## src/sv/dtl_pkg.sv

```systemverilog
// dtl_pkg: shared constants, codes and payload types of the decision tree leaf lookup
// used by every module of the block; no dependencies
`timescale 1ns / 1ps

package dtl_pkg;

   // table sizes and walk limit
   localparam int NODE_COUNT    = 1024;
   localparam int FEATURE_COUNT = 256;
   localparam int MAX_DEPTH     = 32;

   // field widths
   localparam int NODE_IDX_W = 10;
   localparam int FEAT_IDX_W = 8;
   localparam int BIN_W      = 8;

   // storage address widths and depth counter width
   localparam int NODE_AW = (NODE_COUNT > 1) ? $clog2(NODE_COUNT) : 1;
   localparam int FEAT_AW = (FEATURE_COUNT > 1) ? $clog2(FEATURE_COUNT) : 1;
   localparam int DEPTH_W = $clog2(MAX_DEPTH + 1);

   // range limits held one bit wider than the index fields
   localparam logic [NODE_IDX_W:0] NODE_LIMIT = (NODE_IDX_W + 1)'(
      (NODE_COUNT > (1 << NODE_IDX_W)) ? (1 << NODE_IDX_W) : NODE_COUNT);
   localparam logic [FEAT_IDX_W:0] FEAT_LIMIT = (FEAT_IDX_W + 1)'(
      (FEATURE_COUNT > (1 << FEAT_IDX_W)) ? (1 << FEAT_IDX_W) : FEATURE_COUNT);

   localparam logic [DEPTH_W-1:0] DEPTH_LIMIT = DEPTH_W'(MAX_DEPTH);

   // action codes
   typedef logic [1:0] action_type;
   localparam action_type ACT_NODE_WR = 2'd0;
   localparam action_type ACT_BIN_WR  = 2'd1;
   localparam action_type ACT_QUERY   = 2'd2;

   // one node table entry (46 bits)
   typedef struct packed {
      logic                  is_leaf;
      logic [FEAT_IDX_W-1:0] feature;
      logic [BIN_W-1:0]      split_bin;
      logic [BIN_W-1:0]      missing_bin;
      logic                  missing_left;
      logic [NODE_IDX_W-1:0] left_node;
      logic [NODE_IDX_W-1:0] right_node;
   } node_entry_type;

   // request transfer
   typedef struct packed {
      action_type            action;
      logic [NODE_IDX_W-1:0] node_index;
      logic                  node_is_leaf;
      logic [FEAT_IDX_W-1:0] node_feature;
      logic [BIN_W-1:0]      node_split_bin;
      logic [BIN_W-1:0]      node_missing_bin;
      logic                  node_missing_left;
      logic [NODE_IDX_W-1:0] node_left_child;
      logic [NODE_IDX_W-1:0] node_right_child;
      logic [FEAT_IDX_W-1:0] feature_index;
      logic [BIN_W-1:0]      feature_bin;
   } req_payload_type;

   // response transfer
   typedef struct packed {
      logic [NODE_IDX_W-1:0] leaf_index;
      logic                  depth_overflow;
   } rsp_payload_type;

   // memory port bundles
   typedef struct packed {
      logic               en;
      logic [NODE_AW-1:0] addr;
      node_entry_type     entry;
   } node_wr_type;

   typedef struct packed {
      logic               en;
      logic [NODE_AW-1:0] addr;
   } node_rd_type;

   typedef struct packed {
      logic               en;
      logic [FEAT_AW-1:0] addr;
      logic [BIN_W-1:0]   data;
   } bin_wr_type;

   typedef struct packed {
      logic               en;
      logic [FEAT_AW-1:0] addr;
   } bin_rd_type;

   // index range checks
   function automatic logic node_in_range(input logic [NODE_IDX_W-1:0] idx);
      return {1'b0, idx} < NODE_LIMIT;
   endfunction

   function automatic logic feat_in_range(input logic [FEAT_IDX_W-1:0] idx);
      return {1'b0, idx} < FEAT_LIMIT;
   endfunction

endpackage

```

## src/sv/dtl_bin_mem.sv

```systemverilog
// dtl_bin_mem: per-feature bin codes of the current row, registered read
// depends on dtl_pkg
`timescale 1ns / 1ps

module dtl_bin_mem
   import dtl_pkg::*;
(
   input  logic             clock,
   input  bin_wr_type       bin_wr,
   input  bin_rd_type       bin_rd,
   output logic [BIN_W-1:0] bin_rd_data
);

   logic [BIN_W-1:0] bin_array [FEATURE_COUNT];
   logic [BIN_W-1:0] rd_data_ff;

   // write port
   always_ff @(posedge clock) begin
      if (bin_wr.en) begin
         bin_array[bin_wr.addr] <= bin_wr.data;
      end
   end

   // registered read
   always_ff @(posedge clock) begin
      if (bin_rd.en) begin
         rd_data_ff <= bin_array[bin_rd.addr];
      end
   end

   assign bin_rd_data = rd_data_ff;

endmodule

```

## config.mk

```make
export PLATFORM = sky130hd
export DESIGN_NAME = dtl_bin_mem
export DESIGN_NICKNAME = d
export VERILOG_FILES = /design/src/sv/dtl_pkg.sv /design/src/sv/dtl_bin_mem.sv
export SDC_FILE = /design/constraint.sdc
export NUM_CORES = 2
export LEC_CHECK = 0
export BUFFER_PORTS_ARGS = -buffer_cell sky130_fd_sc_hd__buf_2
export CAP_MARGIN = 10
export CORE_MARGIN = 5
export CORE_UTILIZATION = 55
export CTS_CLUSTER_SIZE = 40
export DETAILED_ROUTE_END_ITERATION = 12
export PLACE_DENSITY = 0.73
export SETUP_SLACK_MARGIN = 0.2
export SLEW_MARGIN = 20
export SYNTH_ARGS = -nofsm -noshare
export SYNTH_HDL_FRONTEND = slang
export SYNTH_SLANG_ARGS = --single-unit
```

## constraint.sdc

```tcl
create_clock -name clock -period 2.3 [get_ports clock]
set_input_delay 0.345 -clock clock [delete_from_list [all_inputs] [get_ports clock]]
set_output_delay 0.345 -clock clock [all_outputs]
set_load 0.05 [all_outputs]
```

==> results.ini <==
[routing]
ant_nets = 0
vias = 41700
drtIter0Drc = 5414
drt-pass1-iter-count = 6
routedWlPerCell_um = 30.7
drc = 0
finalWirelength_um = 198000
viasPerCell = 6.44

[clocking]
numCtsBuffers = 196
cts_root_buf = clkbuf_16
cts-htree-levels = 4
clk_latency_ps = 830
max-clock-path-buffers = 3
cts_tree = built
cts.sinks = 2056
path_clk_slew_ps = 60

[yosys]
synthCells = 3733
synth_flop_cell = edfxtp_1
synthArstFlopShare_pct = 0
synth_edf_count = 2056
seq_area_frac_synth_pct = 77.5
synthDistinctLibCells = 54
syn_nets = 3760
synth_area_um2 = 79600
ys_seq_elements = 2056
avgSynthCellArea_um2 = 21.3
yosysWarnings = 0

[critical_path]
crit_arrival_ps = 2990
worst-setup-path-type = flop to flop
reg2reg_setup_slack_ps = -110
end_kind = flop
timing.rr.end = bin_rd_data[2]$_DFFE_PP_
cp.required_ps = 2880
reg2reg_depth = 6
path_max_fanout = 1
reg2reg_from = bin_array[65][2]$_DFFE_PP_
cp-start-kind = flop

[power]
p_per_area_nw_per_um2 = 822
p_switching_w = 0.0166
intPower_w = 0.0611
p_leak_nw = 30.5
seq_power_share_pct = 53.3
ir_drop_v = 0.000612
swShare_pct = 21.4
pwr-share-clk_pct = 40.8
p_comb_share_pct = 5.9

[timing]
layout_setup_ws_ps = -108
finalSetupViolCount = 7
worst_pin_slew_ps = 693
clock_skew_ps = 34.4
fin_crit_sh_pct = 105
rsz0062_at_grt = true
maxSlewHeadroom_pct = 53.8
fin_crit_ps = 2410
hold_viol_final = 0
fmax_mhz = 415
slew_violations = 0

[worst_hold_path]
min_to = bin_array[79][5]$_DFFE_PP_
hp-start = bin_wr[5]
holdPathStages = 1
hold_path_class = input port to flop

[final_layout]
ff_latch_area_um2 = 61700
fin_util_pct = 65.7
layout_commonest_cell = edfxtp_1
multiInputGateArea_um2 = 17300
num-fill-cells = 8849
fin_area_um2 = 94500
drive_gt1_share_pct = 35.2
layout.nets = 4424
syn2layout_area_growth_pct = 18.6
final_cell_mix = edfxtp_1 (2056), buf_4 (547), mux4_2 (454)
layout.cells.non_filler = 6467

[outcome]
violations = setup timing
outcome = finished with violations

[die]
start_util_pct = 55.4
pin_count = 35
core_area_um2 = 144000
dieHeight_um = 391
fp.dieW_um = 391
rows = 139
die_area_um2 = 153000

[placed_design]
placed_cell_area_um2 = 87600
portBuffers = 34
hpwl_um = 128000
post-place-ws_ps = -1280
place.gp.congestion = 0.914
dp_cells = 6095

[global_route]
grt_usage_pct = 26.3
grt_pass1_vias = 42100
grt_pass1_wl_um = 290000
grt.overflow.total = 0
grt_max_degree = 116
antenna_found_initial = 10

[job]
max_cap_viol_count = 0

[registers in the layout, summed over array words and instances (netlist names)]
| signal | flops |
|---|---|
| bin_array | 2048 |
| bin_rd_data | 8 |
[what timing repair did]
item                                    in CTS  in global routing
endpoints found under the hold margin       87                  0
hold buffers                                 7                  0
setup buffers                                0                  0
endpoints found under the setup margin      11                  9
pin swaps                                   20                 18
gates resized for setup                     51                 32
[synth_stat cells, types with 2 or more instances]
master | instances | share of area [%]
buf_8 | 13 | 0.25
nand2b_1 | 8 | 0.063
a22o_1 | 8 | 0.088
buf_6 | 21 | 0.30
mux2i_1 | 134 | 1.7
nor2_1 | 282 | 1.3
nand3_1 | 34 | 0.21
a21oi_1 | 96 | 0.60
a311oi_1 | 2 | 0.022
a2111oi_0 | 2 | 0.022
buf_12 | 8 | 0.20
o21ai_1 | 2 | 0.013
o32ai_1 | 4 | 0.044
nand3b_1 | 2 | 0.019
a221oi_1 | 13 | 0.14
clkbuf_1 | 111 | 0.52
a31oi_1 | 2 | 0.016
and2_1 | 6 | 0.047
mux4_1 | 2 | 0.066
nand4_1 | 10 | 0.079
a22oi_1 | 133 | 1.3
or2_2 | 4 | 0.031
o211ai_1 | 10 | 0.094
o22ai_1 | 28 | 0.22
buf_2 | 31 | 0.19
a211oi_1 | 16 | 0.15
nor4_2 | 3 | 0.047
a2111oi_1 | 2 | 0.025
o221ai_1 | 46 | 0.51
edfxtp_1 | 2056 | 78
buf_4 | 27 | 0.25
buf_1 | 22 | 0.10
nor2b_1 | 31 | 0.24
mux4_2 | 454 | 13
nor4_1 | 24 | 0.19
nor3_1 | 22 | 0.14
o22a_1 | 5 | 0.055
and3b_1 | 2 | 0.022
o21ai_0 | 10 | 0.063
nand2_1 | 33 | 0.16
[worst max path at each step]
stage / start / endpoint / slack, ps / cells after the start
floorplan: bin_rd[0] / bin_rd_data[0]$_DFFE_PP_ / -2 / 9
global placement: bin_rd[0] / bin_rd_data[2]$_DFFE_PP_ / -1240 / 11
detailed placement: bin_rd[0] / bin_rd_data[2]$_DFFE_PP_ / -1280 / 13
CTS: bin_array[27][5]$_DFFE_PP_ / bin_rd_data[5]$_DFFE_PP_ / -200 / 8
global route: bin_array[66][2]$_DFFE_PP_ / bin_rd_data[2]$_DFFE_PP_ / -160 / 6
finish: bin_array[65][2]$_DFFE_PP_ / bin_rd_data[2]$_DFFE_PP_ / -110 / 6
[layer usage]
layer / vias to the layer above / wire, um / global-route usage (%)
li1: 17100 / - / -
met1: 21700 / 73700 / 36.6
met2: 2458 / 96100 / 41.8
met3: 473 / 20100 / 5.39
met4: 4 / 8390 / 10.5
met5: - / 25 / 0
[power groups by stage]
| stage | logic, W | registers, W | clock network (W) |
|---|---|---|---|
| 2_1_floorplan | 0.00209 | 0.0422 | 0 |
| 3_3_place_gp | 0.00430 | 0.0422 | 0 |
| 3_5_place_dp | 0.00438 | 0.0422 | 0 |
| 4_1_cts | 0.00450 | 0.0414 | 0.0320 |
| 5_1_grt | 0.00479 | 0.0414 | 0.0337 |
| 6_report | 0.00459 | 0.0414 | 0.0317 |
[cell families (layout without fill, tap and decap cells)]
| logic type | after synthesis | count (layout) | synth area share [%] |
|---|---|---|---|
| other | 0 | 3 | 0 |
| multiplexers | 591 | 591 | 14.6 |
| buffers and inverters | 235 | 1063 | 1.83 |
| AO/OA/AOI/OAI | 385 | 385 | 3.42 |
| flip-flops | 2056 | 2056 | 77.5 |
| AND/OR/NAND/NOR | 466 | 466 | 2.63 |
[critical path, stage by stage (launching register included)]
cell and delay (ps):
edfxtp_1 380, mux4_2 470, mux4_2 560, nor2b_4 180
nor4_4 320, buf_4 210, nor4_2 40
[cell type report]
type                            count  share of cell area, %
Antenna cell                        3                0.00795
Clock buffer                      233                   5.36
Clock inverter                    129                   1.32
Inverter                            2                0.00795
Multi-Input combinational cell   1442                   18.3
Sequential cell                  2056                   65.4
Tap cell                         1903                   2.52
Timing Repair Buffer              699                   7.09
[metrics by stage]
| step | setup TNS, ps | hold slack [ps] | total power [W] |
|---|---|---|---|
| 2_1_floorplan | -6.61 | 444 | 0.0443 |
| 3_3_place_gp | -8260 | 693 | 0.0465 |
| 3_5_place_dp | -8200 | 697 | 0.0466 |
| 4_1_cts | -752 | 8.45 | 0.0779 |
| 5_1_grt | -811 | 40.6 | 0.0798 |
| 6_report | -461 | 52.9 | 0.0777 |
(Power assumes the default switching activity.)
