==> src/sv/dtl_pkg.sv <==
// dtl_pkg: shared constants, codes and payload types of the decision tree leaf lookup
// used by every module of the block; no dependencies
`timescale 1ns / 1ps

package dtl_pkg;

   // table sizes and walk limit
   localparam int NODE_COUNT    = 1024;
   localparam int FEATURE_COUNT = 256;
   localparam int MAX_DEPTH     = 32;

   // field widths
   localparam int NODE_IDX_W = 10;
   localparam int FEAT_IDX_W = 8;
   localparam int BIN_W      = 8;

   // storage address widths and depth counter width
   localparam int NODE_AW = (NODE_COUNT > 1) ? $clog2(NODE_COUNT) : 1;
   localparam int FEAT_AW = (FEATURE_COUNT > 1) ? $clog2(FEATURE_COUNT) : 1;
   localparam int DEPTH_W = $clog2(MAX_DEPTH + 1);

   // range limits held one bit wider than the index fields
   localparam logic [NODE_IDX_W:0] NODE_LIMIT = (NODE_IDX_W + 1)'(
      (NODE_COUNT > (1 << NODE_IDX_W)) ? (1 << NODE_IDX_W) : NODE_COUNT);
   localparam logic [FEAT_IDX_W:0] FEAT_LIMIT = (FEAT_IDX_W + 1)'(
      (FEATURE_COUNT > (1 << FEAT_IDX_W)) ? (1 << FEAT_IDX_W) : FEATURE_COUNT);

   localparam logic [DEPTH_W-1:0] DEPTH_LIMIT = DEPTH_W'(MAX_DEPTH);

   // action codes
   typedef logic [1:0] action_type;
   localparam action_type ACT_NODE_WR = 2'd0;
   localparam action_type ACT_BIN_WR  = 2'd1;
   localparam action_type ACT_QUERY   = 2'd2;

   // one node table entry (46 bits)
   typedef struct packed {
      logic                  is_leaf;
      logic [FEAT_IDX_W-1:0] feature;
      logic [BIN_W-1:0]      split_bin;
      logic [BIN_W-1:0]      missing_bin;
      logic                  missing_left;
      logic [NODE_IDX_W-1:0] left_node;
      logic [NODE_IDX_W-1:0] right_node;
   } node_entry_type;

   // request transfer
   typedef struct packed {
      action_type            action;
      logic [NODE_IDX_W-1:0] node_index;
      logic                  node_is_leaf;
      logic [FEAT_IDX_W-1:0] node_feature;
      logic [BIN_W-1:0]      node_split_bin;
      logic [BIN_W-1:0]      node_missing_bin;
      logic                  node_missing_left;
      logic [NODE_IDX_W-1:0] node_left_child;
      logic [NODE_IDX_W-1:0] node_right_child;
      logic [FEAT_IDX_W-1:0] feature_index;
      logic [BIN_W-1:0]      feature_bin;
   } req_payload_type;

   // response transfer
   typedef struct packed {
      logic [NODE_IDX_W-1:0] leaf_index;
      logic                  depth_overflow;
   } rsp_payload_type;

   // memory port bundles
   typedef struct packed {
      logic               en;
      logic [NODE_AW-1:0] addr;
      node_entry_type     entry;
   } node_wr_type;

   typedef struct packed {
      logic               en;
      logic [NODE_AW-1:0] addr;
   } node_rd_type;

   typedef struct packed {
      logic               en;
      logic [FEAT_AW-1:0] addr;
      logic [BIN_W-1:0]   data;
   } bin_wr_type;

   typedef struct packed {
      logic               en;
      logic [FEAT_AW-1:0] addr;
   } bin_rd_type;

   // index range checks
   function automatic logic node_in_range(input logic [NODE_IDX_W-1:0] idx);
      return {1'b0, idx} < NODE_LIMIT;
   endfunction

   function automatic logic feat_in_range(input logic [FEAT_IDX_W-1:0] idx);
      return {1'b0, idx} < FEAT_LIMIT;
   endfunction

endpackage

==> src/sv/dtl_walker.sv <==
// dtl_walker: tree walk sequencer with the shared split compare and depth counter
// depends on dtl_pkg; drives the read ports of dtl_node_mem and dtl_bin_mem
`timescale 1ns / 1ps

module dtl_walker
   import dtl_pkg::*;
(
   input  logic                  clock,
   input  logic                  reset,
   input  logic                  query_start,
   input  logic [NODE_IDX_W-1:0] start_node,
   output node_rd_type           node_rd,
   input  node_entry_type        node_rd_data,
   output bin_rd_type            bin_rd,
   input  logic [BIN_W-1:0]      bin_rd_data,
   input  logic                  slot_free,
   output logic                  idle,
   output logic                  result_valid,
   output rsp_payload_type       result
);

   // sequencer states
   localparam logic [1:0] S_IDLE = 2'd0;
   localparam logic [1:0] S_NODE = 2'd1;
   localparam logic [1:0] S_BIN  = 2'd2;
   localparam logic [1:0] S_DONE = 2'd3;

   logic [1:0]            state_ff,   state_in;
   logic [NODE_IDX_W-1:0] cur_ff,     cur_in;
   logic [DEPTH_W-1:0]    depth_ff,   depth_in;
   logic                  ovf_ff,     ovf_in;
   logic                  feat_ok_ff, feat_ok_in;

   logic [BIN_W-1:0]      bin_val;
   logic                  go_left;
   logic [NODE_IDX_W-1:0] next_node;

   // split compare: missing code first, then bin against split
   always_comb begin
      bin_val   = feat_ok_ff ? bin_rd_data : '0;
      if (bin_val == node_rd_data.missing_bin) begin
         go_left = node_rd_data.missing_left;
      end else begin
         go_left = (bin_val <= node_rd_data.split_bin);
      end
      next_node = go_left ? node_rd_data.left_node : node_rd_data.right_node;
   end

   // next state and memory reads
   always_comb begin
      state_in     = state_ff;
      cur_in       = cur_ff;
      depth_in     = depth_ff;
      ovf_in       = ovf_ff;
      feat_ok_in   = feat_ok_ff;
      node_rd.en   = 1'b0;
      node_rd.addr = start_node[NODE_AW-1:0];
      bin_rd.en    = 1'b0;
      bin_rd.addr  = node_rd_data.feature[FEAT_AW-1:0];
      result_valid = 1'b0;
      case (state_ff)
         S_IDLE: begin
            if (query_start) begin
               cur_in     = start_node;
               depth_in   = '0;
               ovf_in     = 1'b0;
               node_rd.en = 1'b1;
               state_in   = S_NODE;
            end
         end
         S_NODE: begin
            if (!node_in_range(cur_ff) || node_rd_data.is_leaf) begin
               state_in = S_DONE;
            end else if (depth_ff == DEPTH_LIMIT) begin
               ovf_in   = 1'b1;
               state_in = S_DONE;
            end else begin
               bin_rd.en  = feat_in_range(node_rd_data.feature);
               feat_ok_in = feat_in_range(node_rd_data.feature);
               state_in   = S_BIN;
            end
         end
         S_BIN: begin
            cur_in       = next_node;
            depth_in     = depth_ff + 1'b1;
            node_rd.en   = 1'b1;
            node_rd.addr = next_node[NODE_AW-1:0];
            state_in     = S_NODE;
         end
         S_DONE: begin
            // hold the result until the output register has room
            if (slot_free) begin
               result_valid = 1'b1;
               state_in     = S_IDLE;
            end
         end
         default: begin
            state_in = S_IDLE;
         end
      endcase
   end

   // control registers
   always_ff @(posedge clock) begin
      if (reset) begin
         state_ff <= S_IDLE;
      end else begin
         state_ff <= state_in;
      end
   end

   // walk registers
   always_ff @(posedge clock) begin
      cur_ff     <= cur_in;
      depth_ff   <= depth_in;
      ovf_ff     <= ovf_in;
      feat_ok_ff <= feat_ok_in;
   end

   assign idle                  = (state_ff == S_IDLE);
   assign result.leaf_index     = cur_ff;
   assign result.depth_overflow = ovf_ff;

endmodule

==> config.mk <==
export PLATFORM = sky130hd
export DESIGN_NAME = dtl_walker
export DESIGN_NICKNAME = d
export VERILOG_FILES = /design/src/sv/dtl_pkg.sv /design/src/sv/dtl_walker.sv
export SDC_FILE = /design/constraint.sdc
export NUM_CORES = 1
export LEC_CHECK = 0
export BUFFER_PORTS_ARGS = -buffer_cell sky130_fd_sc_hd__buf_2
export CELL_PAD_IN_SITES_DETAIL_PLACEMENT = 0
export CELL_PAD_IN_SITES_GLOBAL_PLACEMENT = 1
export CORE_ASPECT_RATIO = 0.8
export CORE_MARGIN = 5
export CORE_UTILIZATION = 29
export CTS_CLUSTER_DIAMETER = 60
export DETAILED_ROUTE_END_ITERATION = 10
export PLACE_DENSITY = 0.8
export SYNTH_ARGS = -nofsm -noshare
export SYNTH_HDL_FRONTEND = slang
export SYNTH_SLANG_ARGS = --single-unit
==> constraint.sdc <==
create_clock -name clock -period 3.63 [get_ports clock]
set_clock_uncertainty 0.1 [all_clocks]
set_input_delay 0.726 -clock clock [delete_from_list [all_inputs] [get_ports clock]]
set_output_delay 0.726 -clock clock [all_outputs]
set_load 0.02 [all_outputs]
==> results.json <==
{
  "path_common_cell": "buf_2",
  "synth_nets": 207,
  "crit_arrival_ns": 2.59,
  "placed_area_mm2": 0.00182,
  "crit_type": "in -> out",
  "clk_pin_slew_ns": 0.07,
  "cts_tree": "yes",
  "drcViolationCount": 0,
  "cts-htree-levels": 1,
  "crit_buf_inv": 3,
  "grt_pass1_vias": 1237,
  "leakagePower_nw": 0.891,
  "die_w_um": 87.5,
  "antenna_found_initial": 0,
  "hold_slack_ns": 0.511,
  "worstHoldPathType": "reg -> reg",
  "crit_path_start_kind": "input port",
  "worstMarginPinSlew_ns": 0.410,
  "cts_max_path_buffers": 2,
  "setup-violations-final": 0,
  "syn_avg_cell_area_um2": 10.8,
  "rsz0062_at_grt": "false",
  "rows": 22,
  "fin_nets": 286,
  "fin_area_mm2": 0.00186,
  "cts.sinks": 19,
  "finalCritPeriodShare_pct": 94.2,
  "synth_top_area_cell": "edfxtp_1",
  "yosys_warnings": 0,
  "yosysSeqAreaShare_pct": 39.5,
  "synthMuxAreaShare_pct": 0,
  "overflow": 0,
  "outcome": "finished clean",
  "core-area_mm2": 0.00462,
  "ys_ff_latch": 19,
  "p_total_w": 0.000616,
  "grt_pass1_wl_um": 5680,
  "min_period_ns": 3.42,
  "pin_count": 101,
  "synthCells": 129,
  "synth_top_family_by_area": "simple AND/OR/NAND/NOR gates",
  "grt_max_degree": 17,
  "hpwl_um": 3030,
  "max-cap-violations": 0,
  "layout-drive-gt1-share_pct": 47.3,
  "max_slew_margin_pct": 71.9,
  "critPathSlowestCell": "a211o_1",
  "synth_xor_area_share_pct": 7.54,
  "cpPeakStageDelay_ns": 0.32,
  "syn_to_final_growth_pct": 33.8,
  "port_buffers": 84,
  "cp_data_required_time_ns": 2.80,
  "crit_chain": "buf_2 -> inv_1 -> ha_1 -> nor2b_4 -> o211ai_2 -> a21oi_1 -> a211o_1 -> a31o_1 -> o221a_1 -> buf_2",
  "globalplace.congestion": 0.780,
  "max_freq_mhz": 293,
  "ir_drop_mv": 0.171,
  "finalMaxSlewViolations": 0,
  "synth_area_mm2": 0.00139,
  "drtPass1Iterations": 4,
  "diodes": 0,
  "worst-path-max-fanout": 10,
  "cp-end-kind": "output port",
  "die_area_mm2": 0.00630,
  "fp.dieH_um": 72.0,
  "fill_cells": 476,
  "yosys-top-cells-area": "edfxtp_1 37%, ha_1 9.0%, o221a_1 8.1%",
  "synth.distinct_cells": 34,
  "pwr_density_cell_mw_per_mm2": 331,
  "track_usage_pct": 11.1,
  "initial_core_util_pct": 30.1,
  "post_cts_buffers": 0,
  "cts_made_buffers": 3,
  "cts-hold-fix-buffers": 0,
  "fin_util_pct": 40.3,
  "hold_viol_final": 0,
  "root_buffer": "clkbuf_8",
  "synth.top_cell.area_share_pct": 36.6,
  "worst_path_dominant_cell_family": "compound AO/OA/AOI/OAI gates",
  "routed_wirelength_um": 3520,
  "via_per_inst": 4.47,
  "vias": 1194,
  "synth_compound_area_share_pct": 15.5,
  "wl_per_cell_um": 13.2,
  "drtAntennaViolNets": 0,
  "synthSimpleGateAreaFrac_pct": 19.3,
  "synth-adder-area-share_pct": 8.98,
  "drtIter0Drc": 30,
  "clk_latency_ns": 0.25,
  "cts_resized": 0,
  "setup_tns_ns": 0
}
-- worst min-delay path, delay by kind of cell, from the launching register on --
family,cells,cell delay (ns)
DFF,1,0.41
and+or+nand+nor,2,0.16
-- per-stage QoR --
stage               instances  setup slack [ns]
floorplan                 129             0.521
global placement          263             0.208
detailed placement        263             0.203
CTS                       267             0.193
global route              267             0.109
finish                    267             0.212
-- synth_stat cells --
cell type  number
edfxtp_1       17
nor2_1         12
inv_1          11
nand2b_1       11
ha_1           10
o221a_1        10
xor2_1         10
buf_4           9
nand2_1         4
a21oi_1         3
nand3_1         3
and3_1          2
clkbuf_1        2
dfxtp_1         2
nand4_1         2
nor2b_1         2
xnor2_1         2
a2111oi_0       1
a211o_1         1
a31o_1          1
a41oi_4         1
and2_1          1
buf_6           1
nand2_2         1
nor2b_4         1
nor3_1          1
nor3_4          1
nor4_2          1
nor4_4          1
o211ai_2        1
o21ai_1         1
o22a_1          1
o41ai_1         1
or2_2           1
-- routing by layer --
layer | vias to the layer above | share of wire (%) | GRT usage (%)
met5 | - | 0 | 0
met4 | 0 | 0.37 | 2.56
met3 | 2 | 13 | 4.09
met2 | 61 | 45 | 18.2
met1 | 518 | 41 | 13.8
li1 | 613 | - | -
-- registers in the layout, indices dropped and copies added, names as in the netlist --
register,count
state_ff,2
ovf_ff,1
cur_ff,10
depth_ff,6
-- power by group --
part / switching (W) / leakage [nW] / internal [W]
registers: 0.0000132 / 0.183 / 0.000266
clock network: 0.0000668 / 0.0255 / 0.0000761
logic: 0.000110 / 0.683 / 0.0000843
-- kinds of logic after synthesis --
group | after synthesis
flops | 19
compound gates | 21
simple gates | 44
fa+ha+maj | 10
xor+xnor | 12
buf+inv | 23
-- placed cells by master, fill, tap and decap left out, types with 2 or more instances in the layout --
| master | instances |
|---|---|
| a21oi_1 | 3 |
| and3_1 | 2 |
| buf_2 | 84 |
| buf_4 | 2 |
| clkbuf_8 | 3 |
| dfxtp_1 | 2 |
| edfxtp_1 | 17 |
| ha_1 | 10 |
| inv_1 | 11 |
| nand2_1 | 4 |
| nand2b_1 | 11 |
| nand3_1 | 3 |
| nand4_1 | 2 |
| nor2_1 | 12 |
| nor2b_1 | 2 |
| o221a_1 | 10 |
| xnor2_1 | 2 |
| xor2_1 | 10 |
-- layout make-up --
class	instances	area [um^2]	share of cell area [%]
Timing Repair Buffer	86	435	23.4
Tap cell	60	75.1	4.03
Clock buffer	3	41.3	2.21
Inverter	11	41.3	2.21
Clock inverter	1	5.00	0.268
Multi-Input combinational cell	87	716	38.4
Sequential cell	19	551	29.5
-- final timing paths --
check                    from           to  slack, ns  cells after the start
min reg2reg       state_ff[0]  state_ff[1]       0.51                      2
max reg2reg       depth_ff[0]       ovf_ff       1.62                      6
max          node_rd_data[30]   node_rd[1]       0.21                     10
min               state_ff[0]  state_ff[1]       0.51                      2
(Power assumes the default switching activity.)
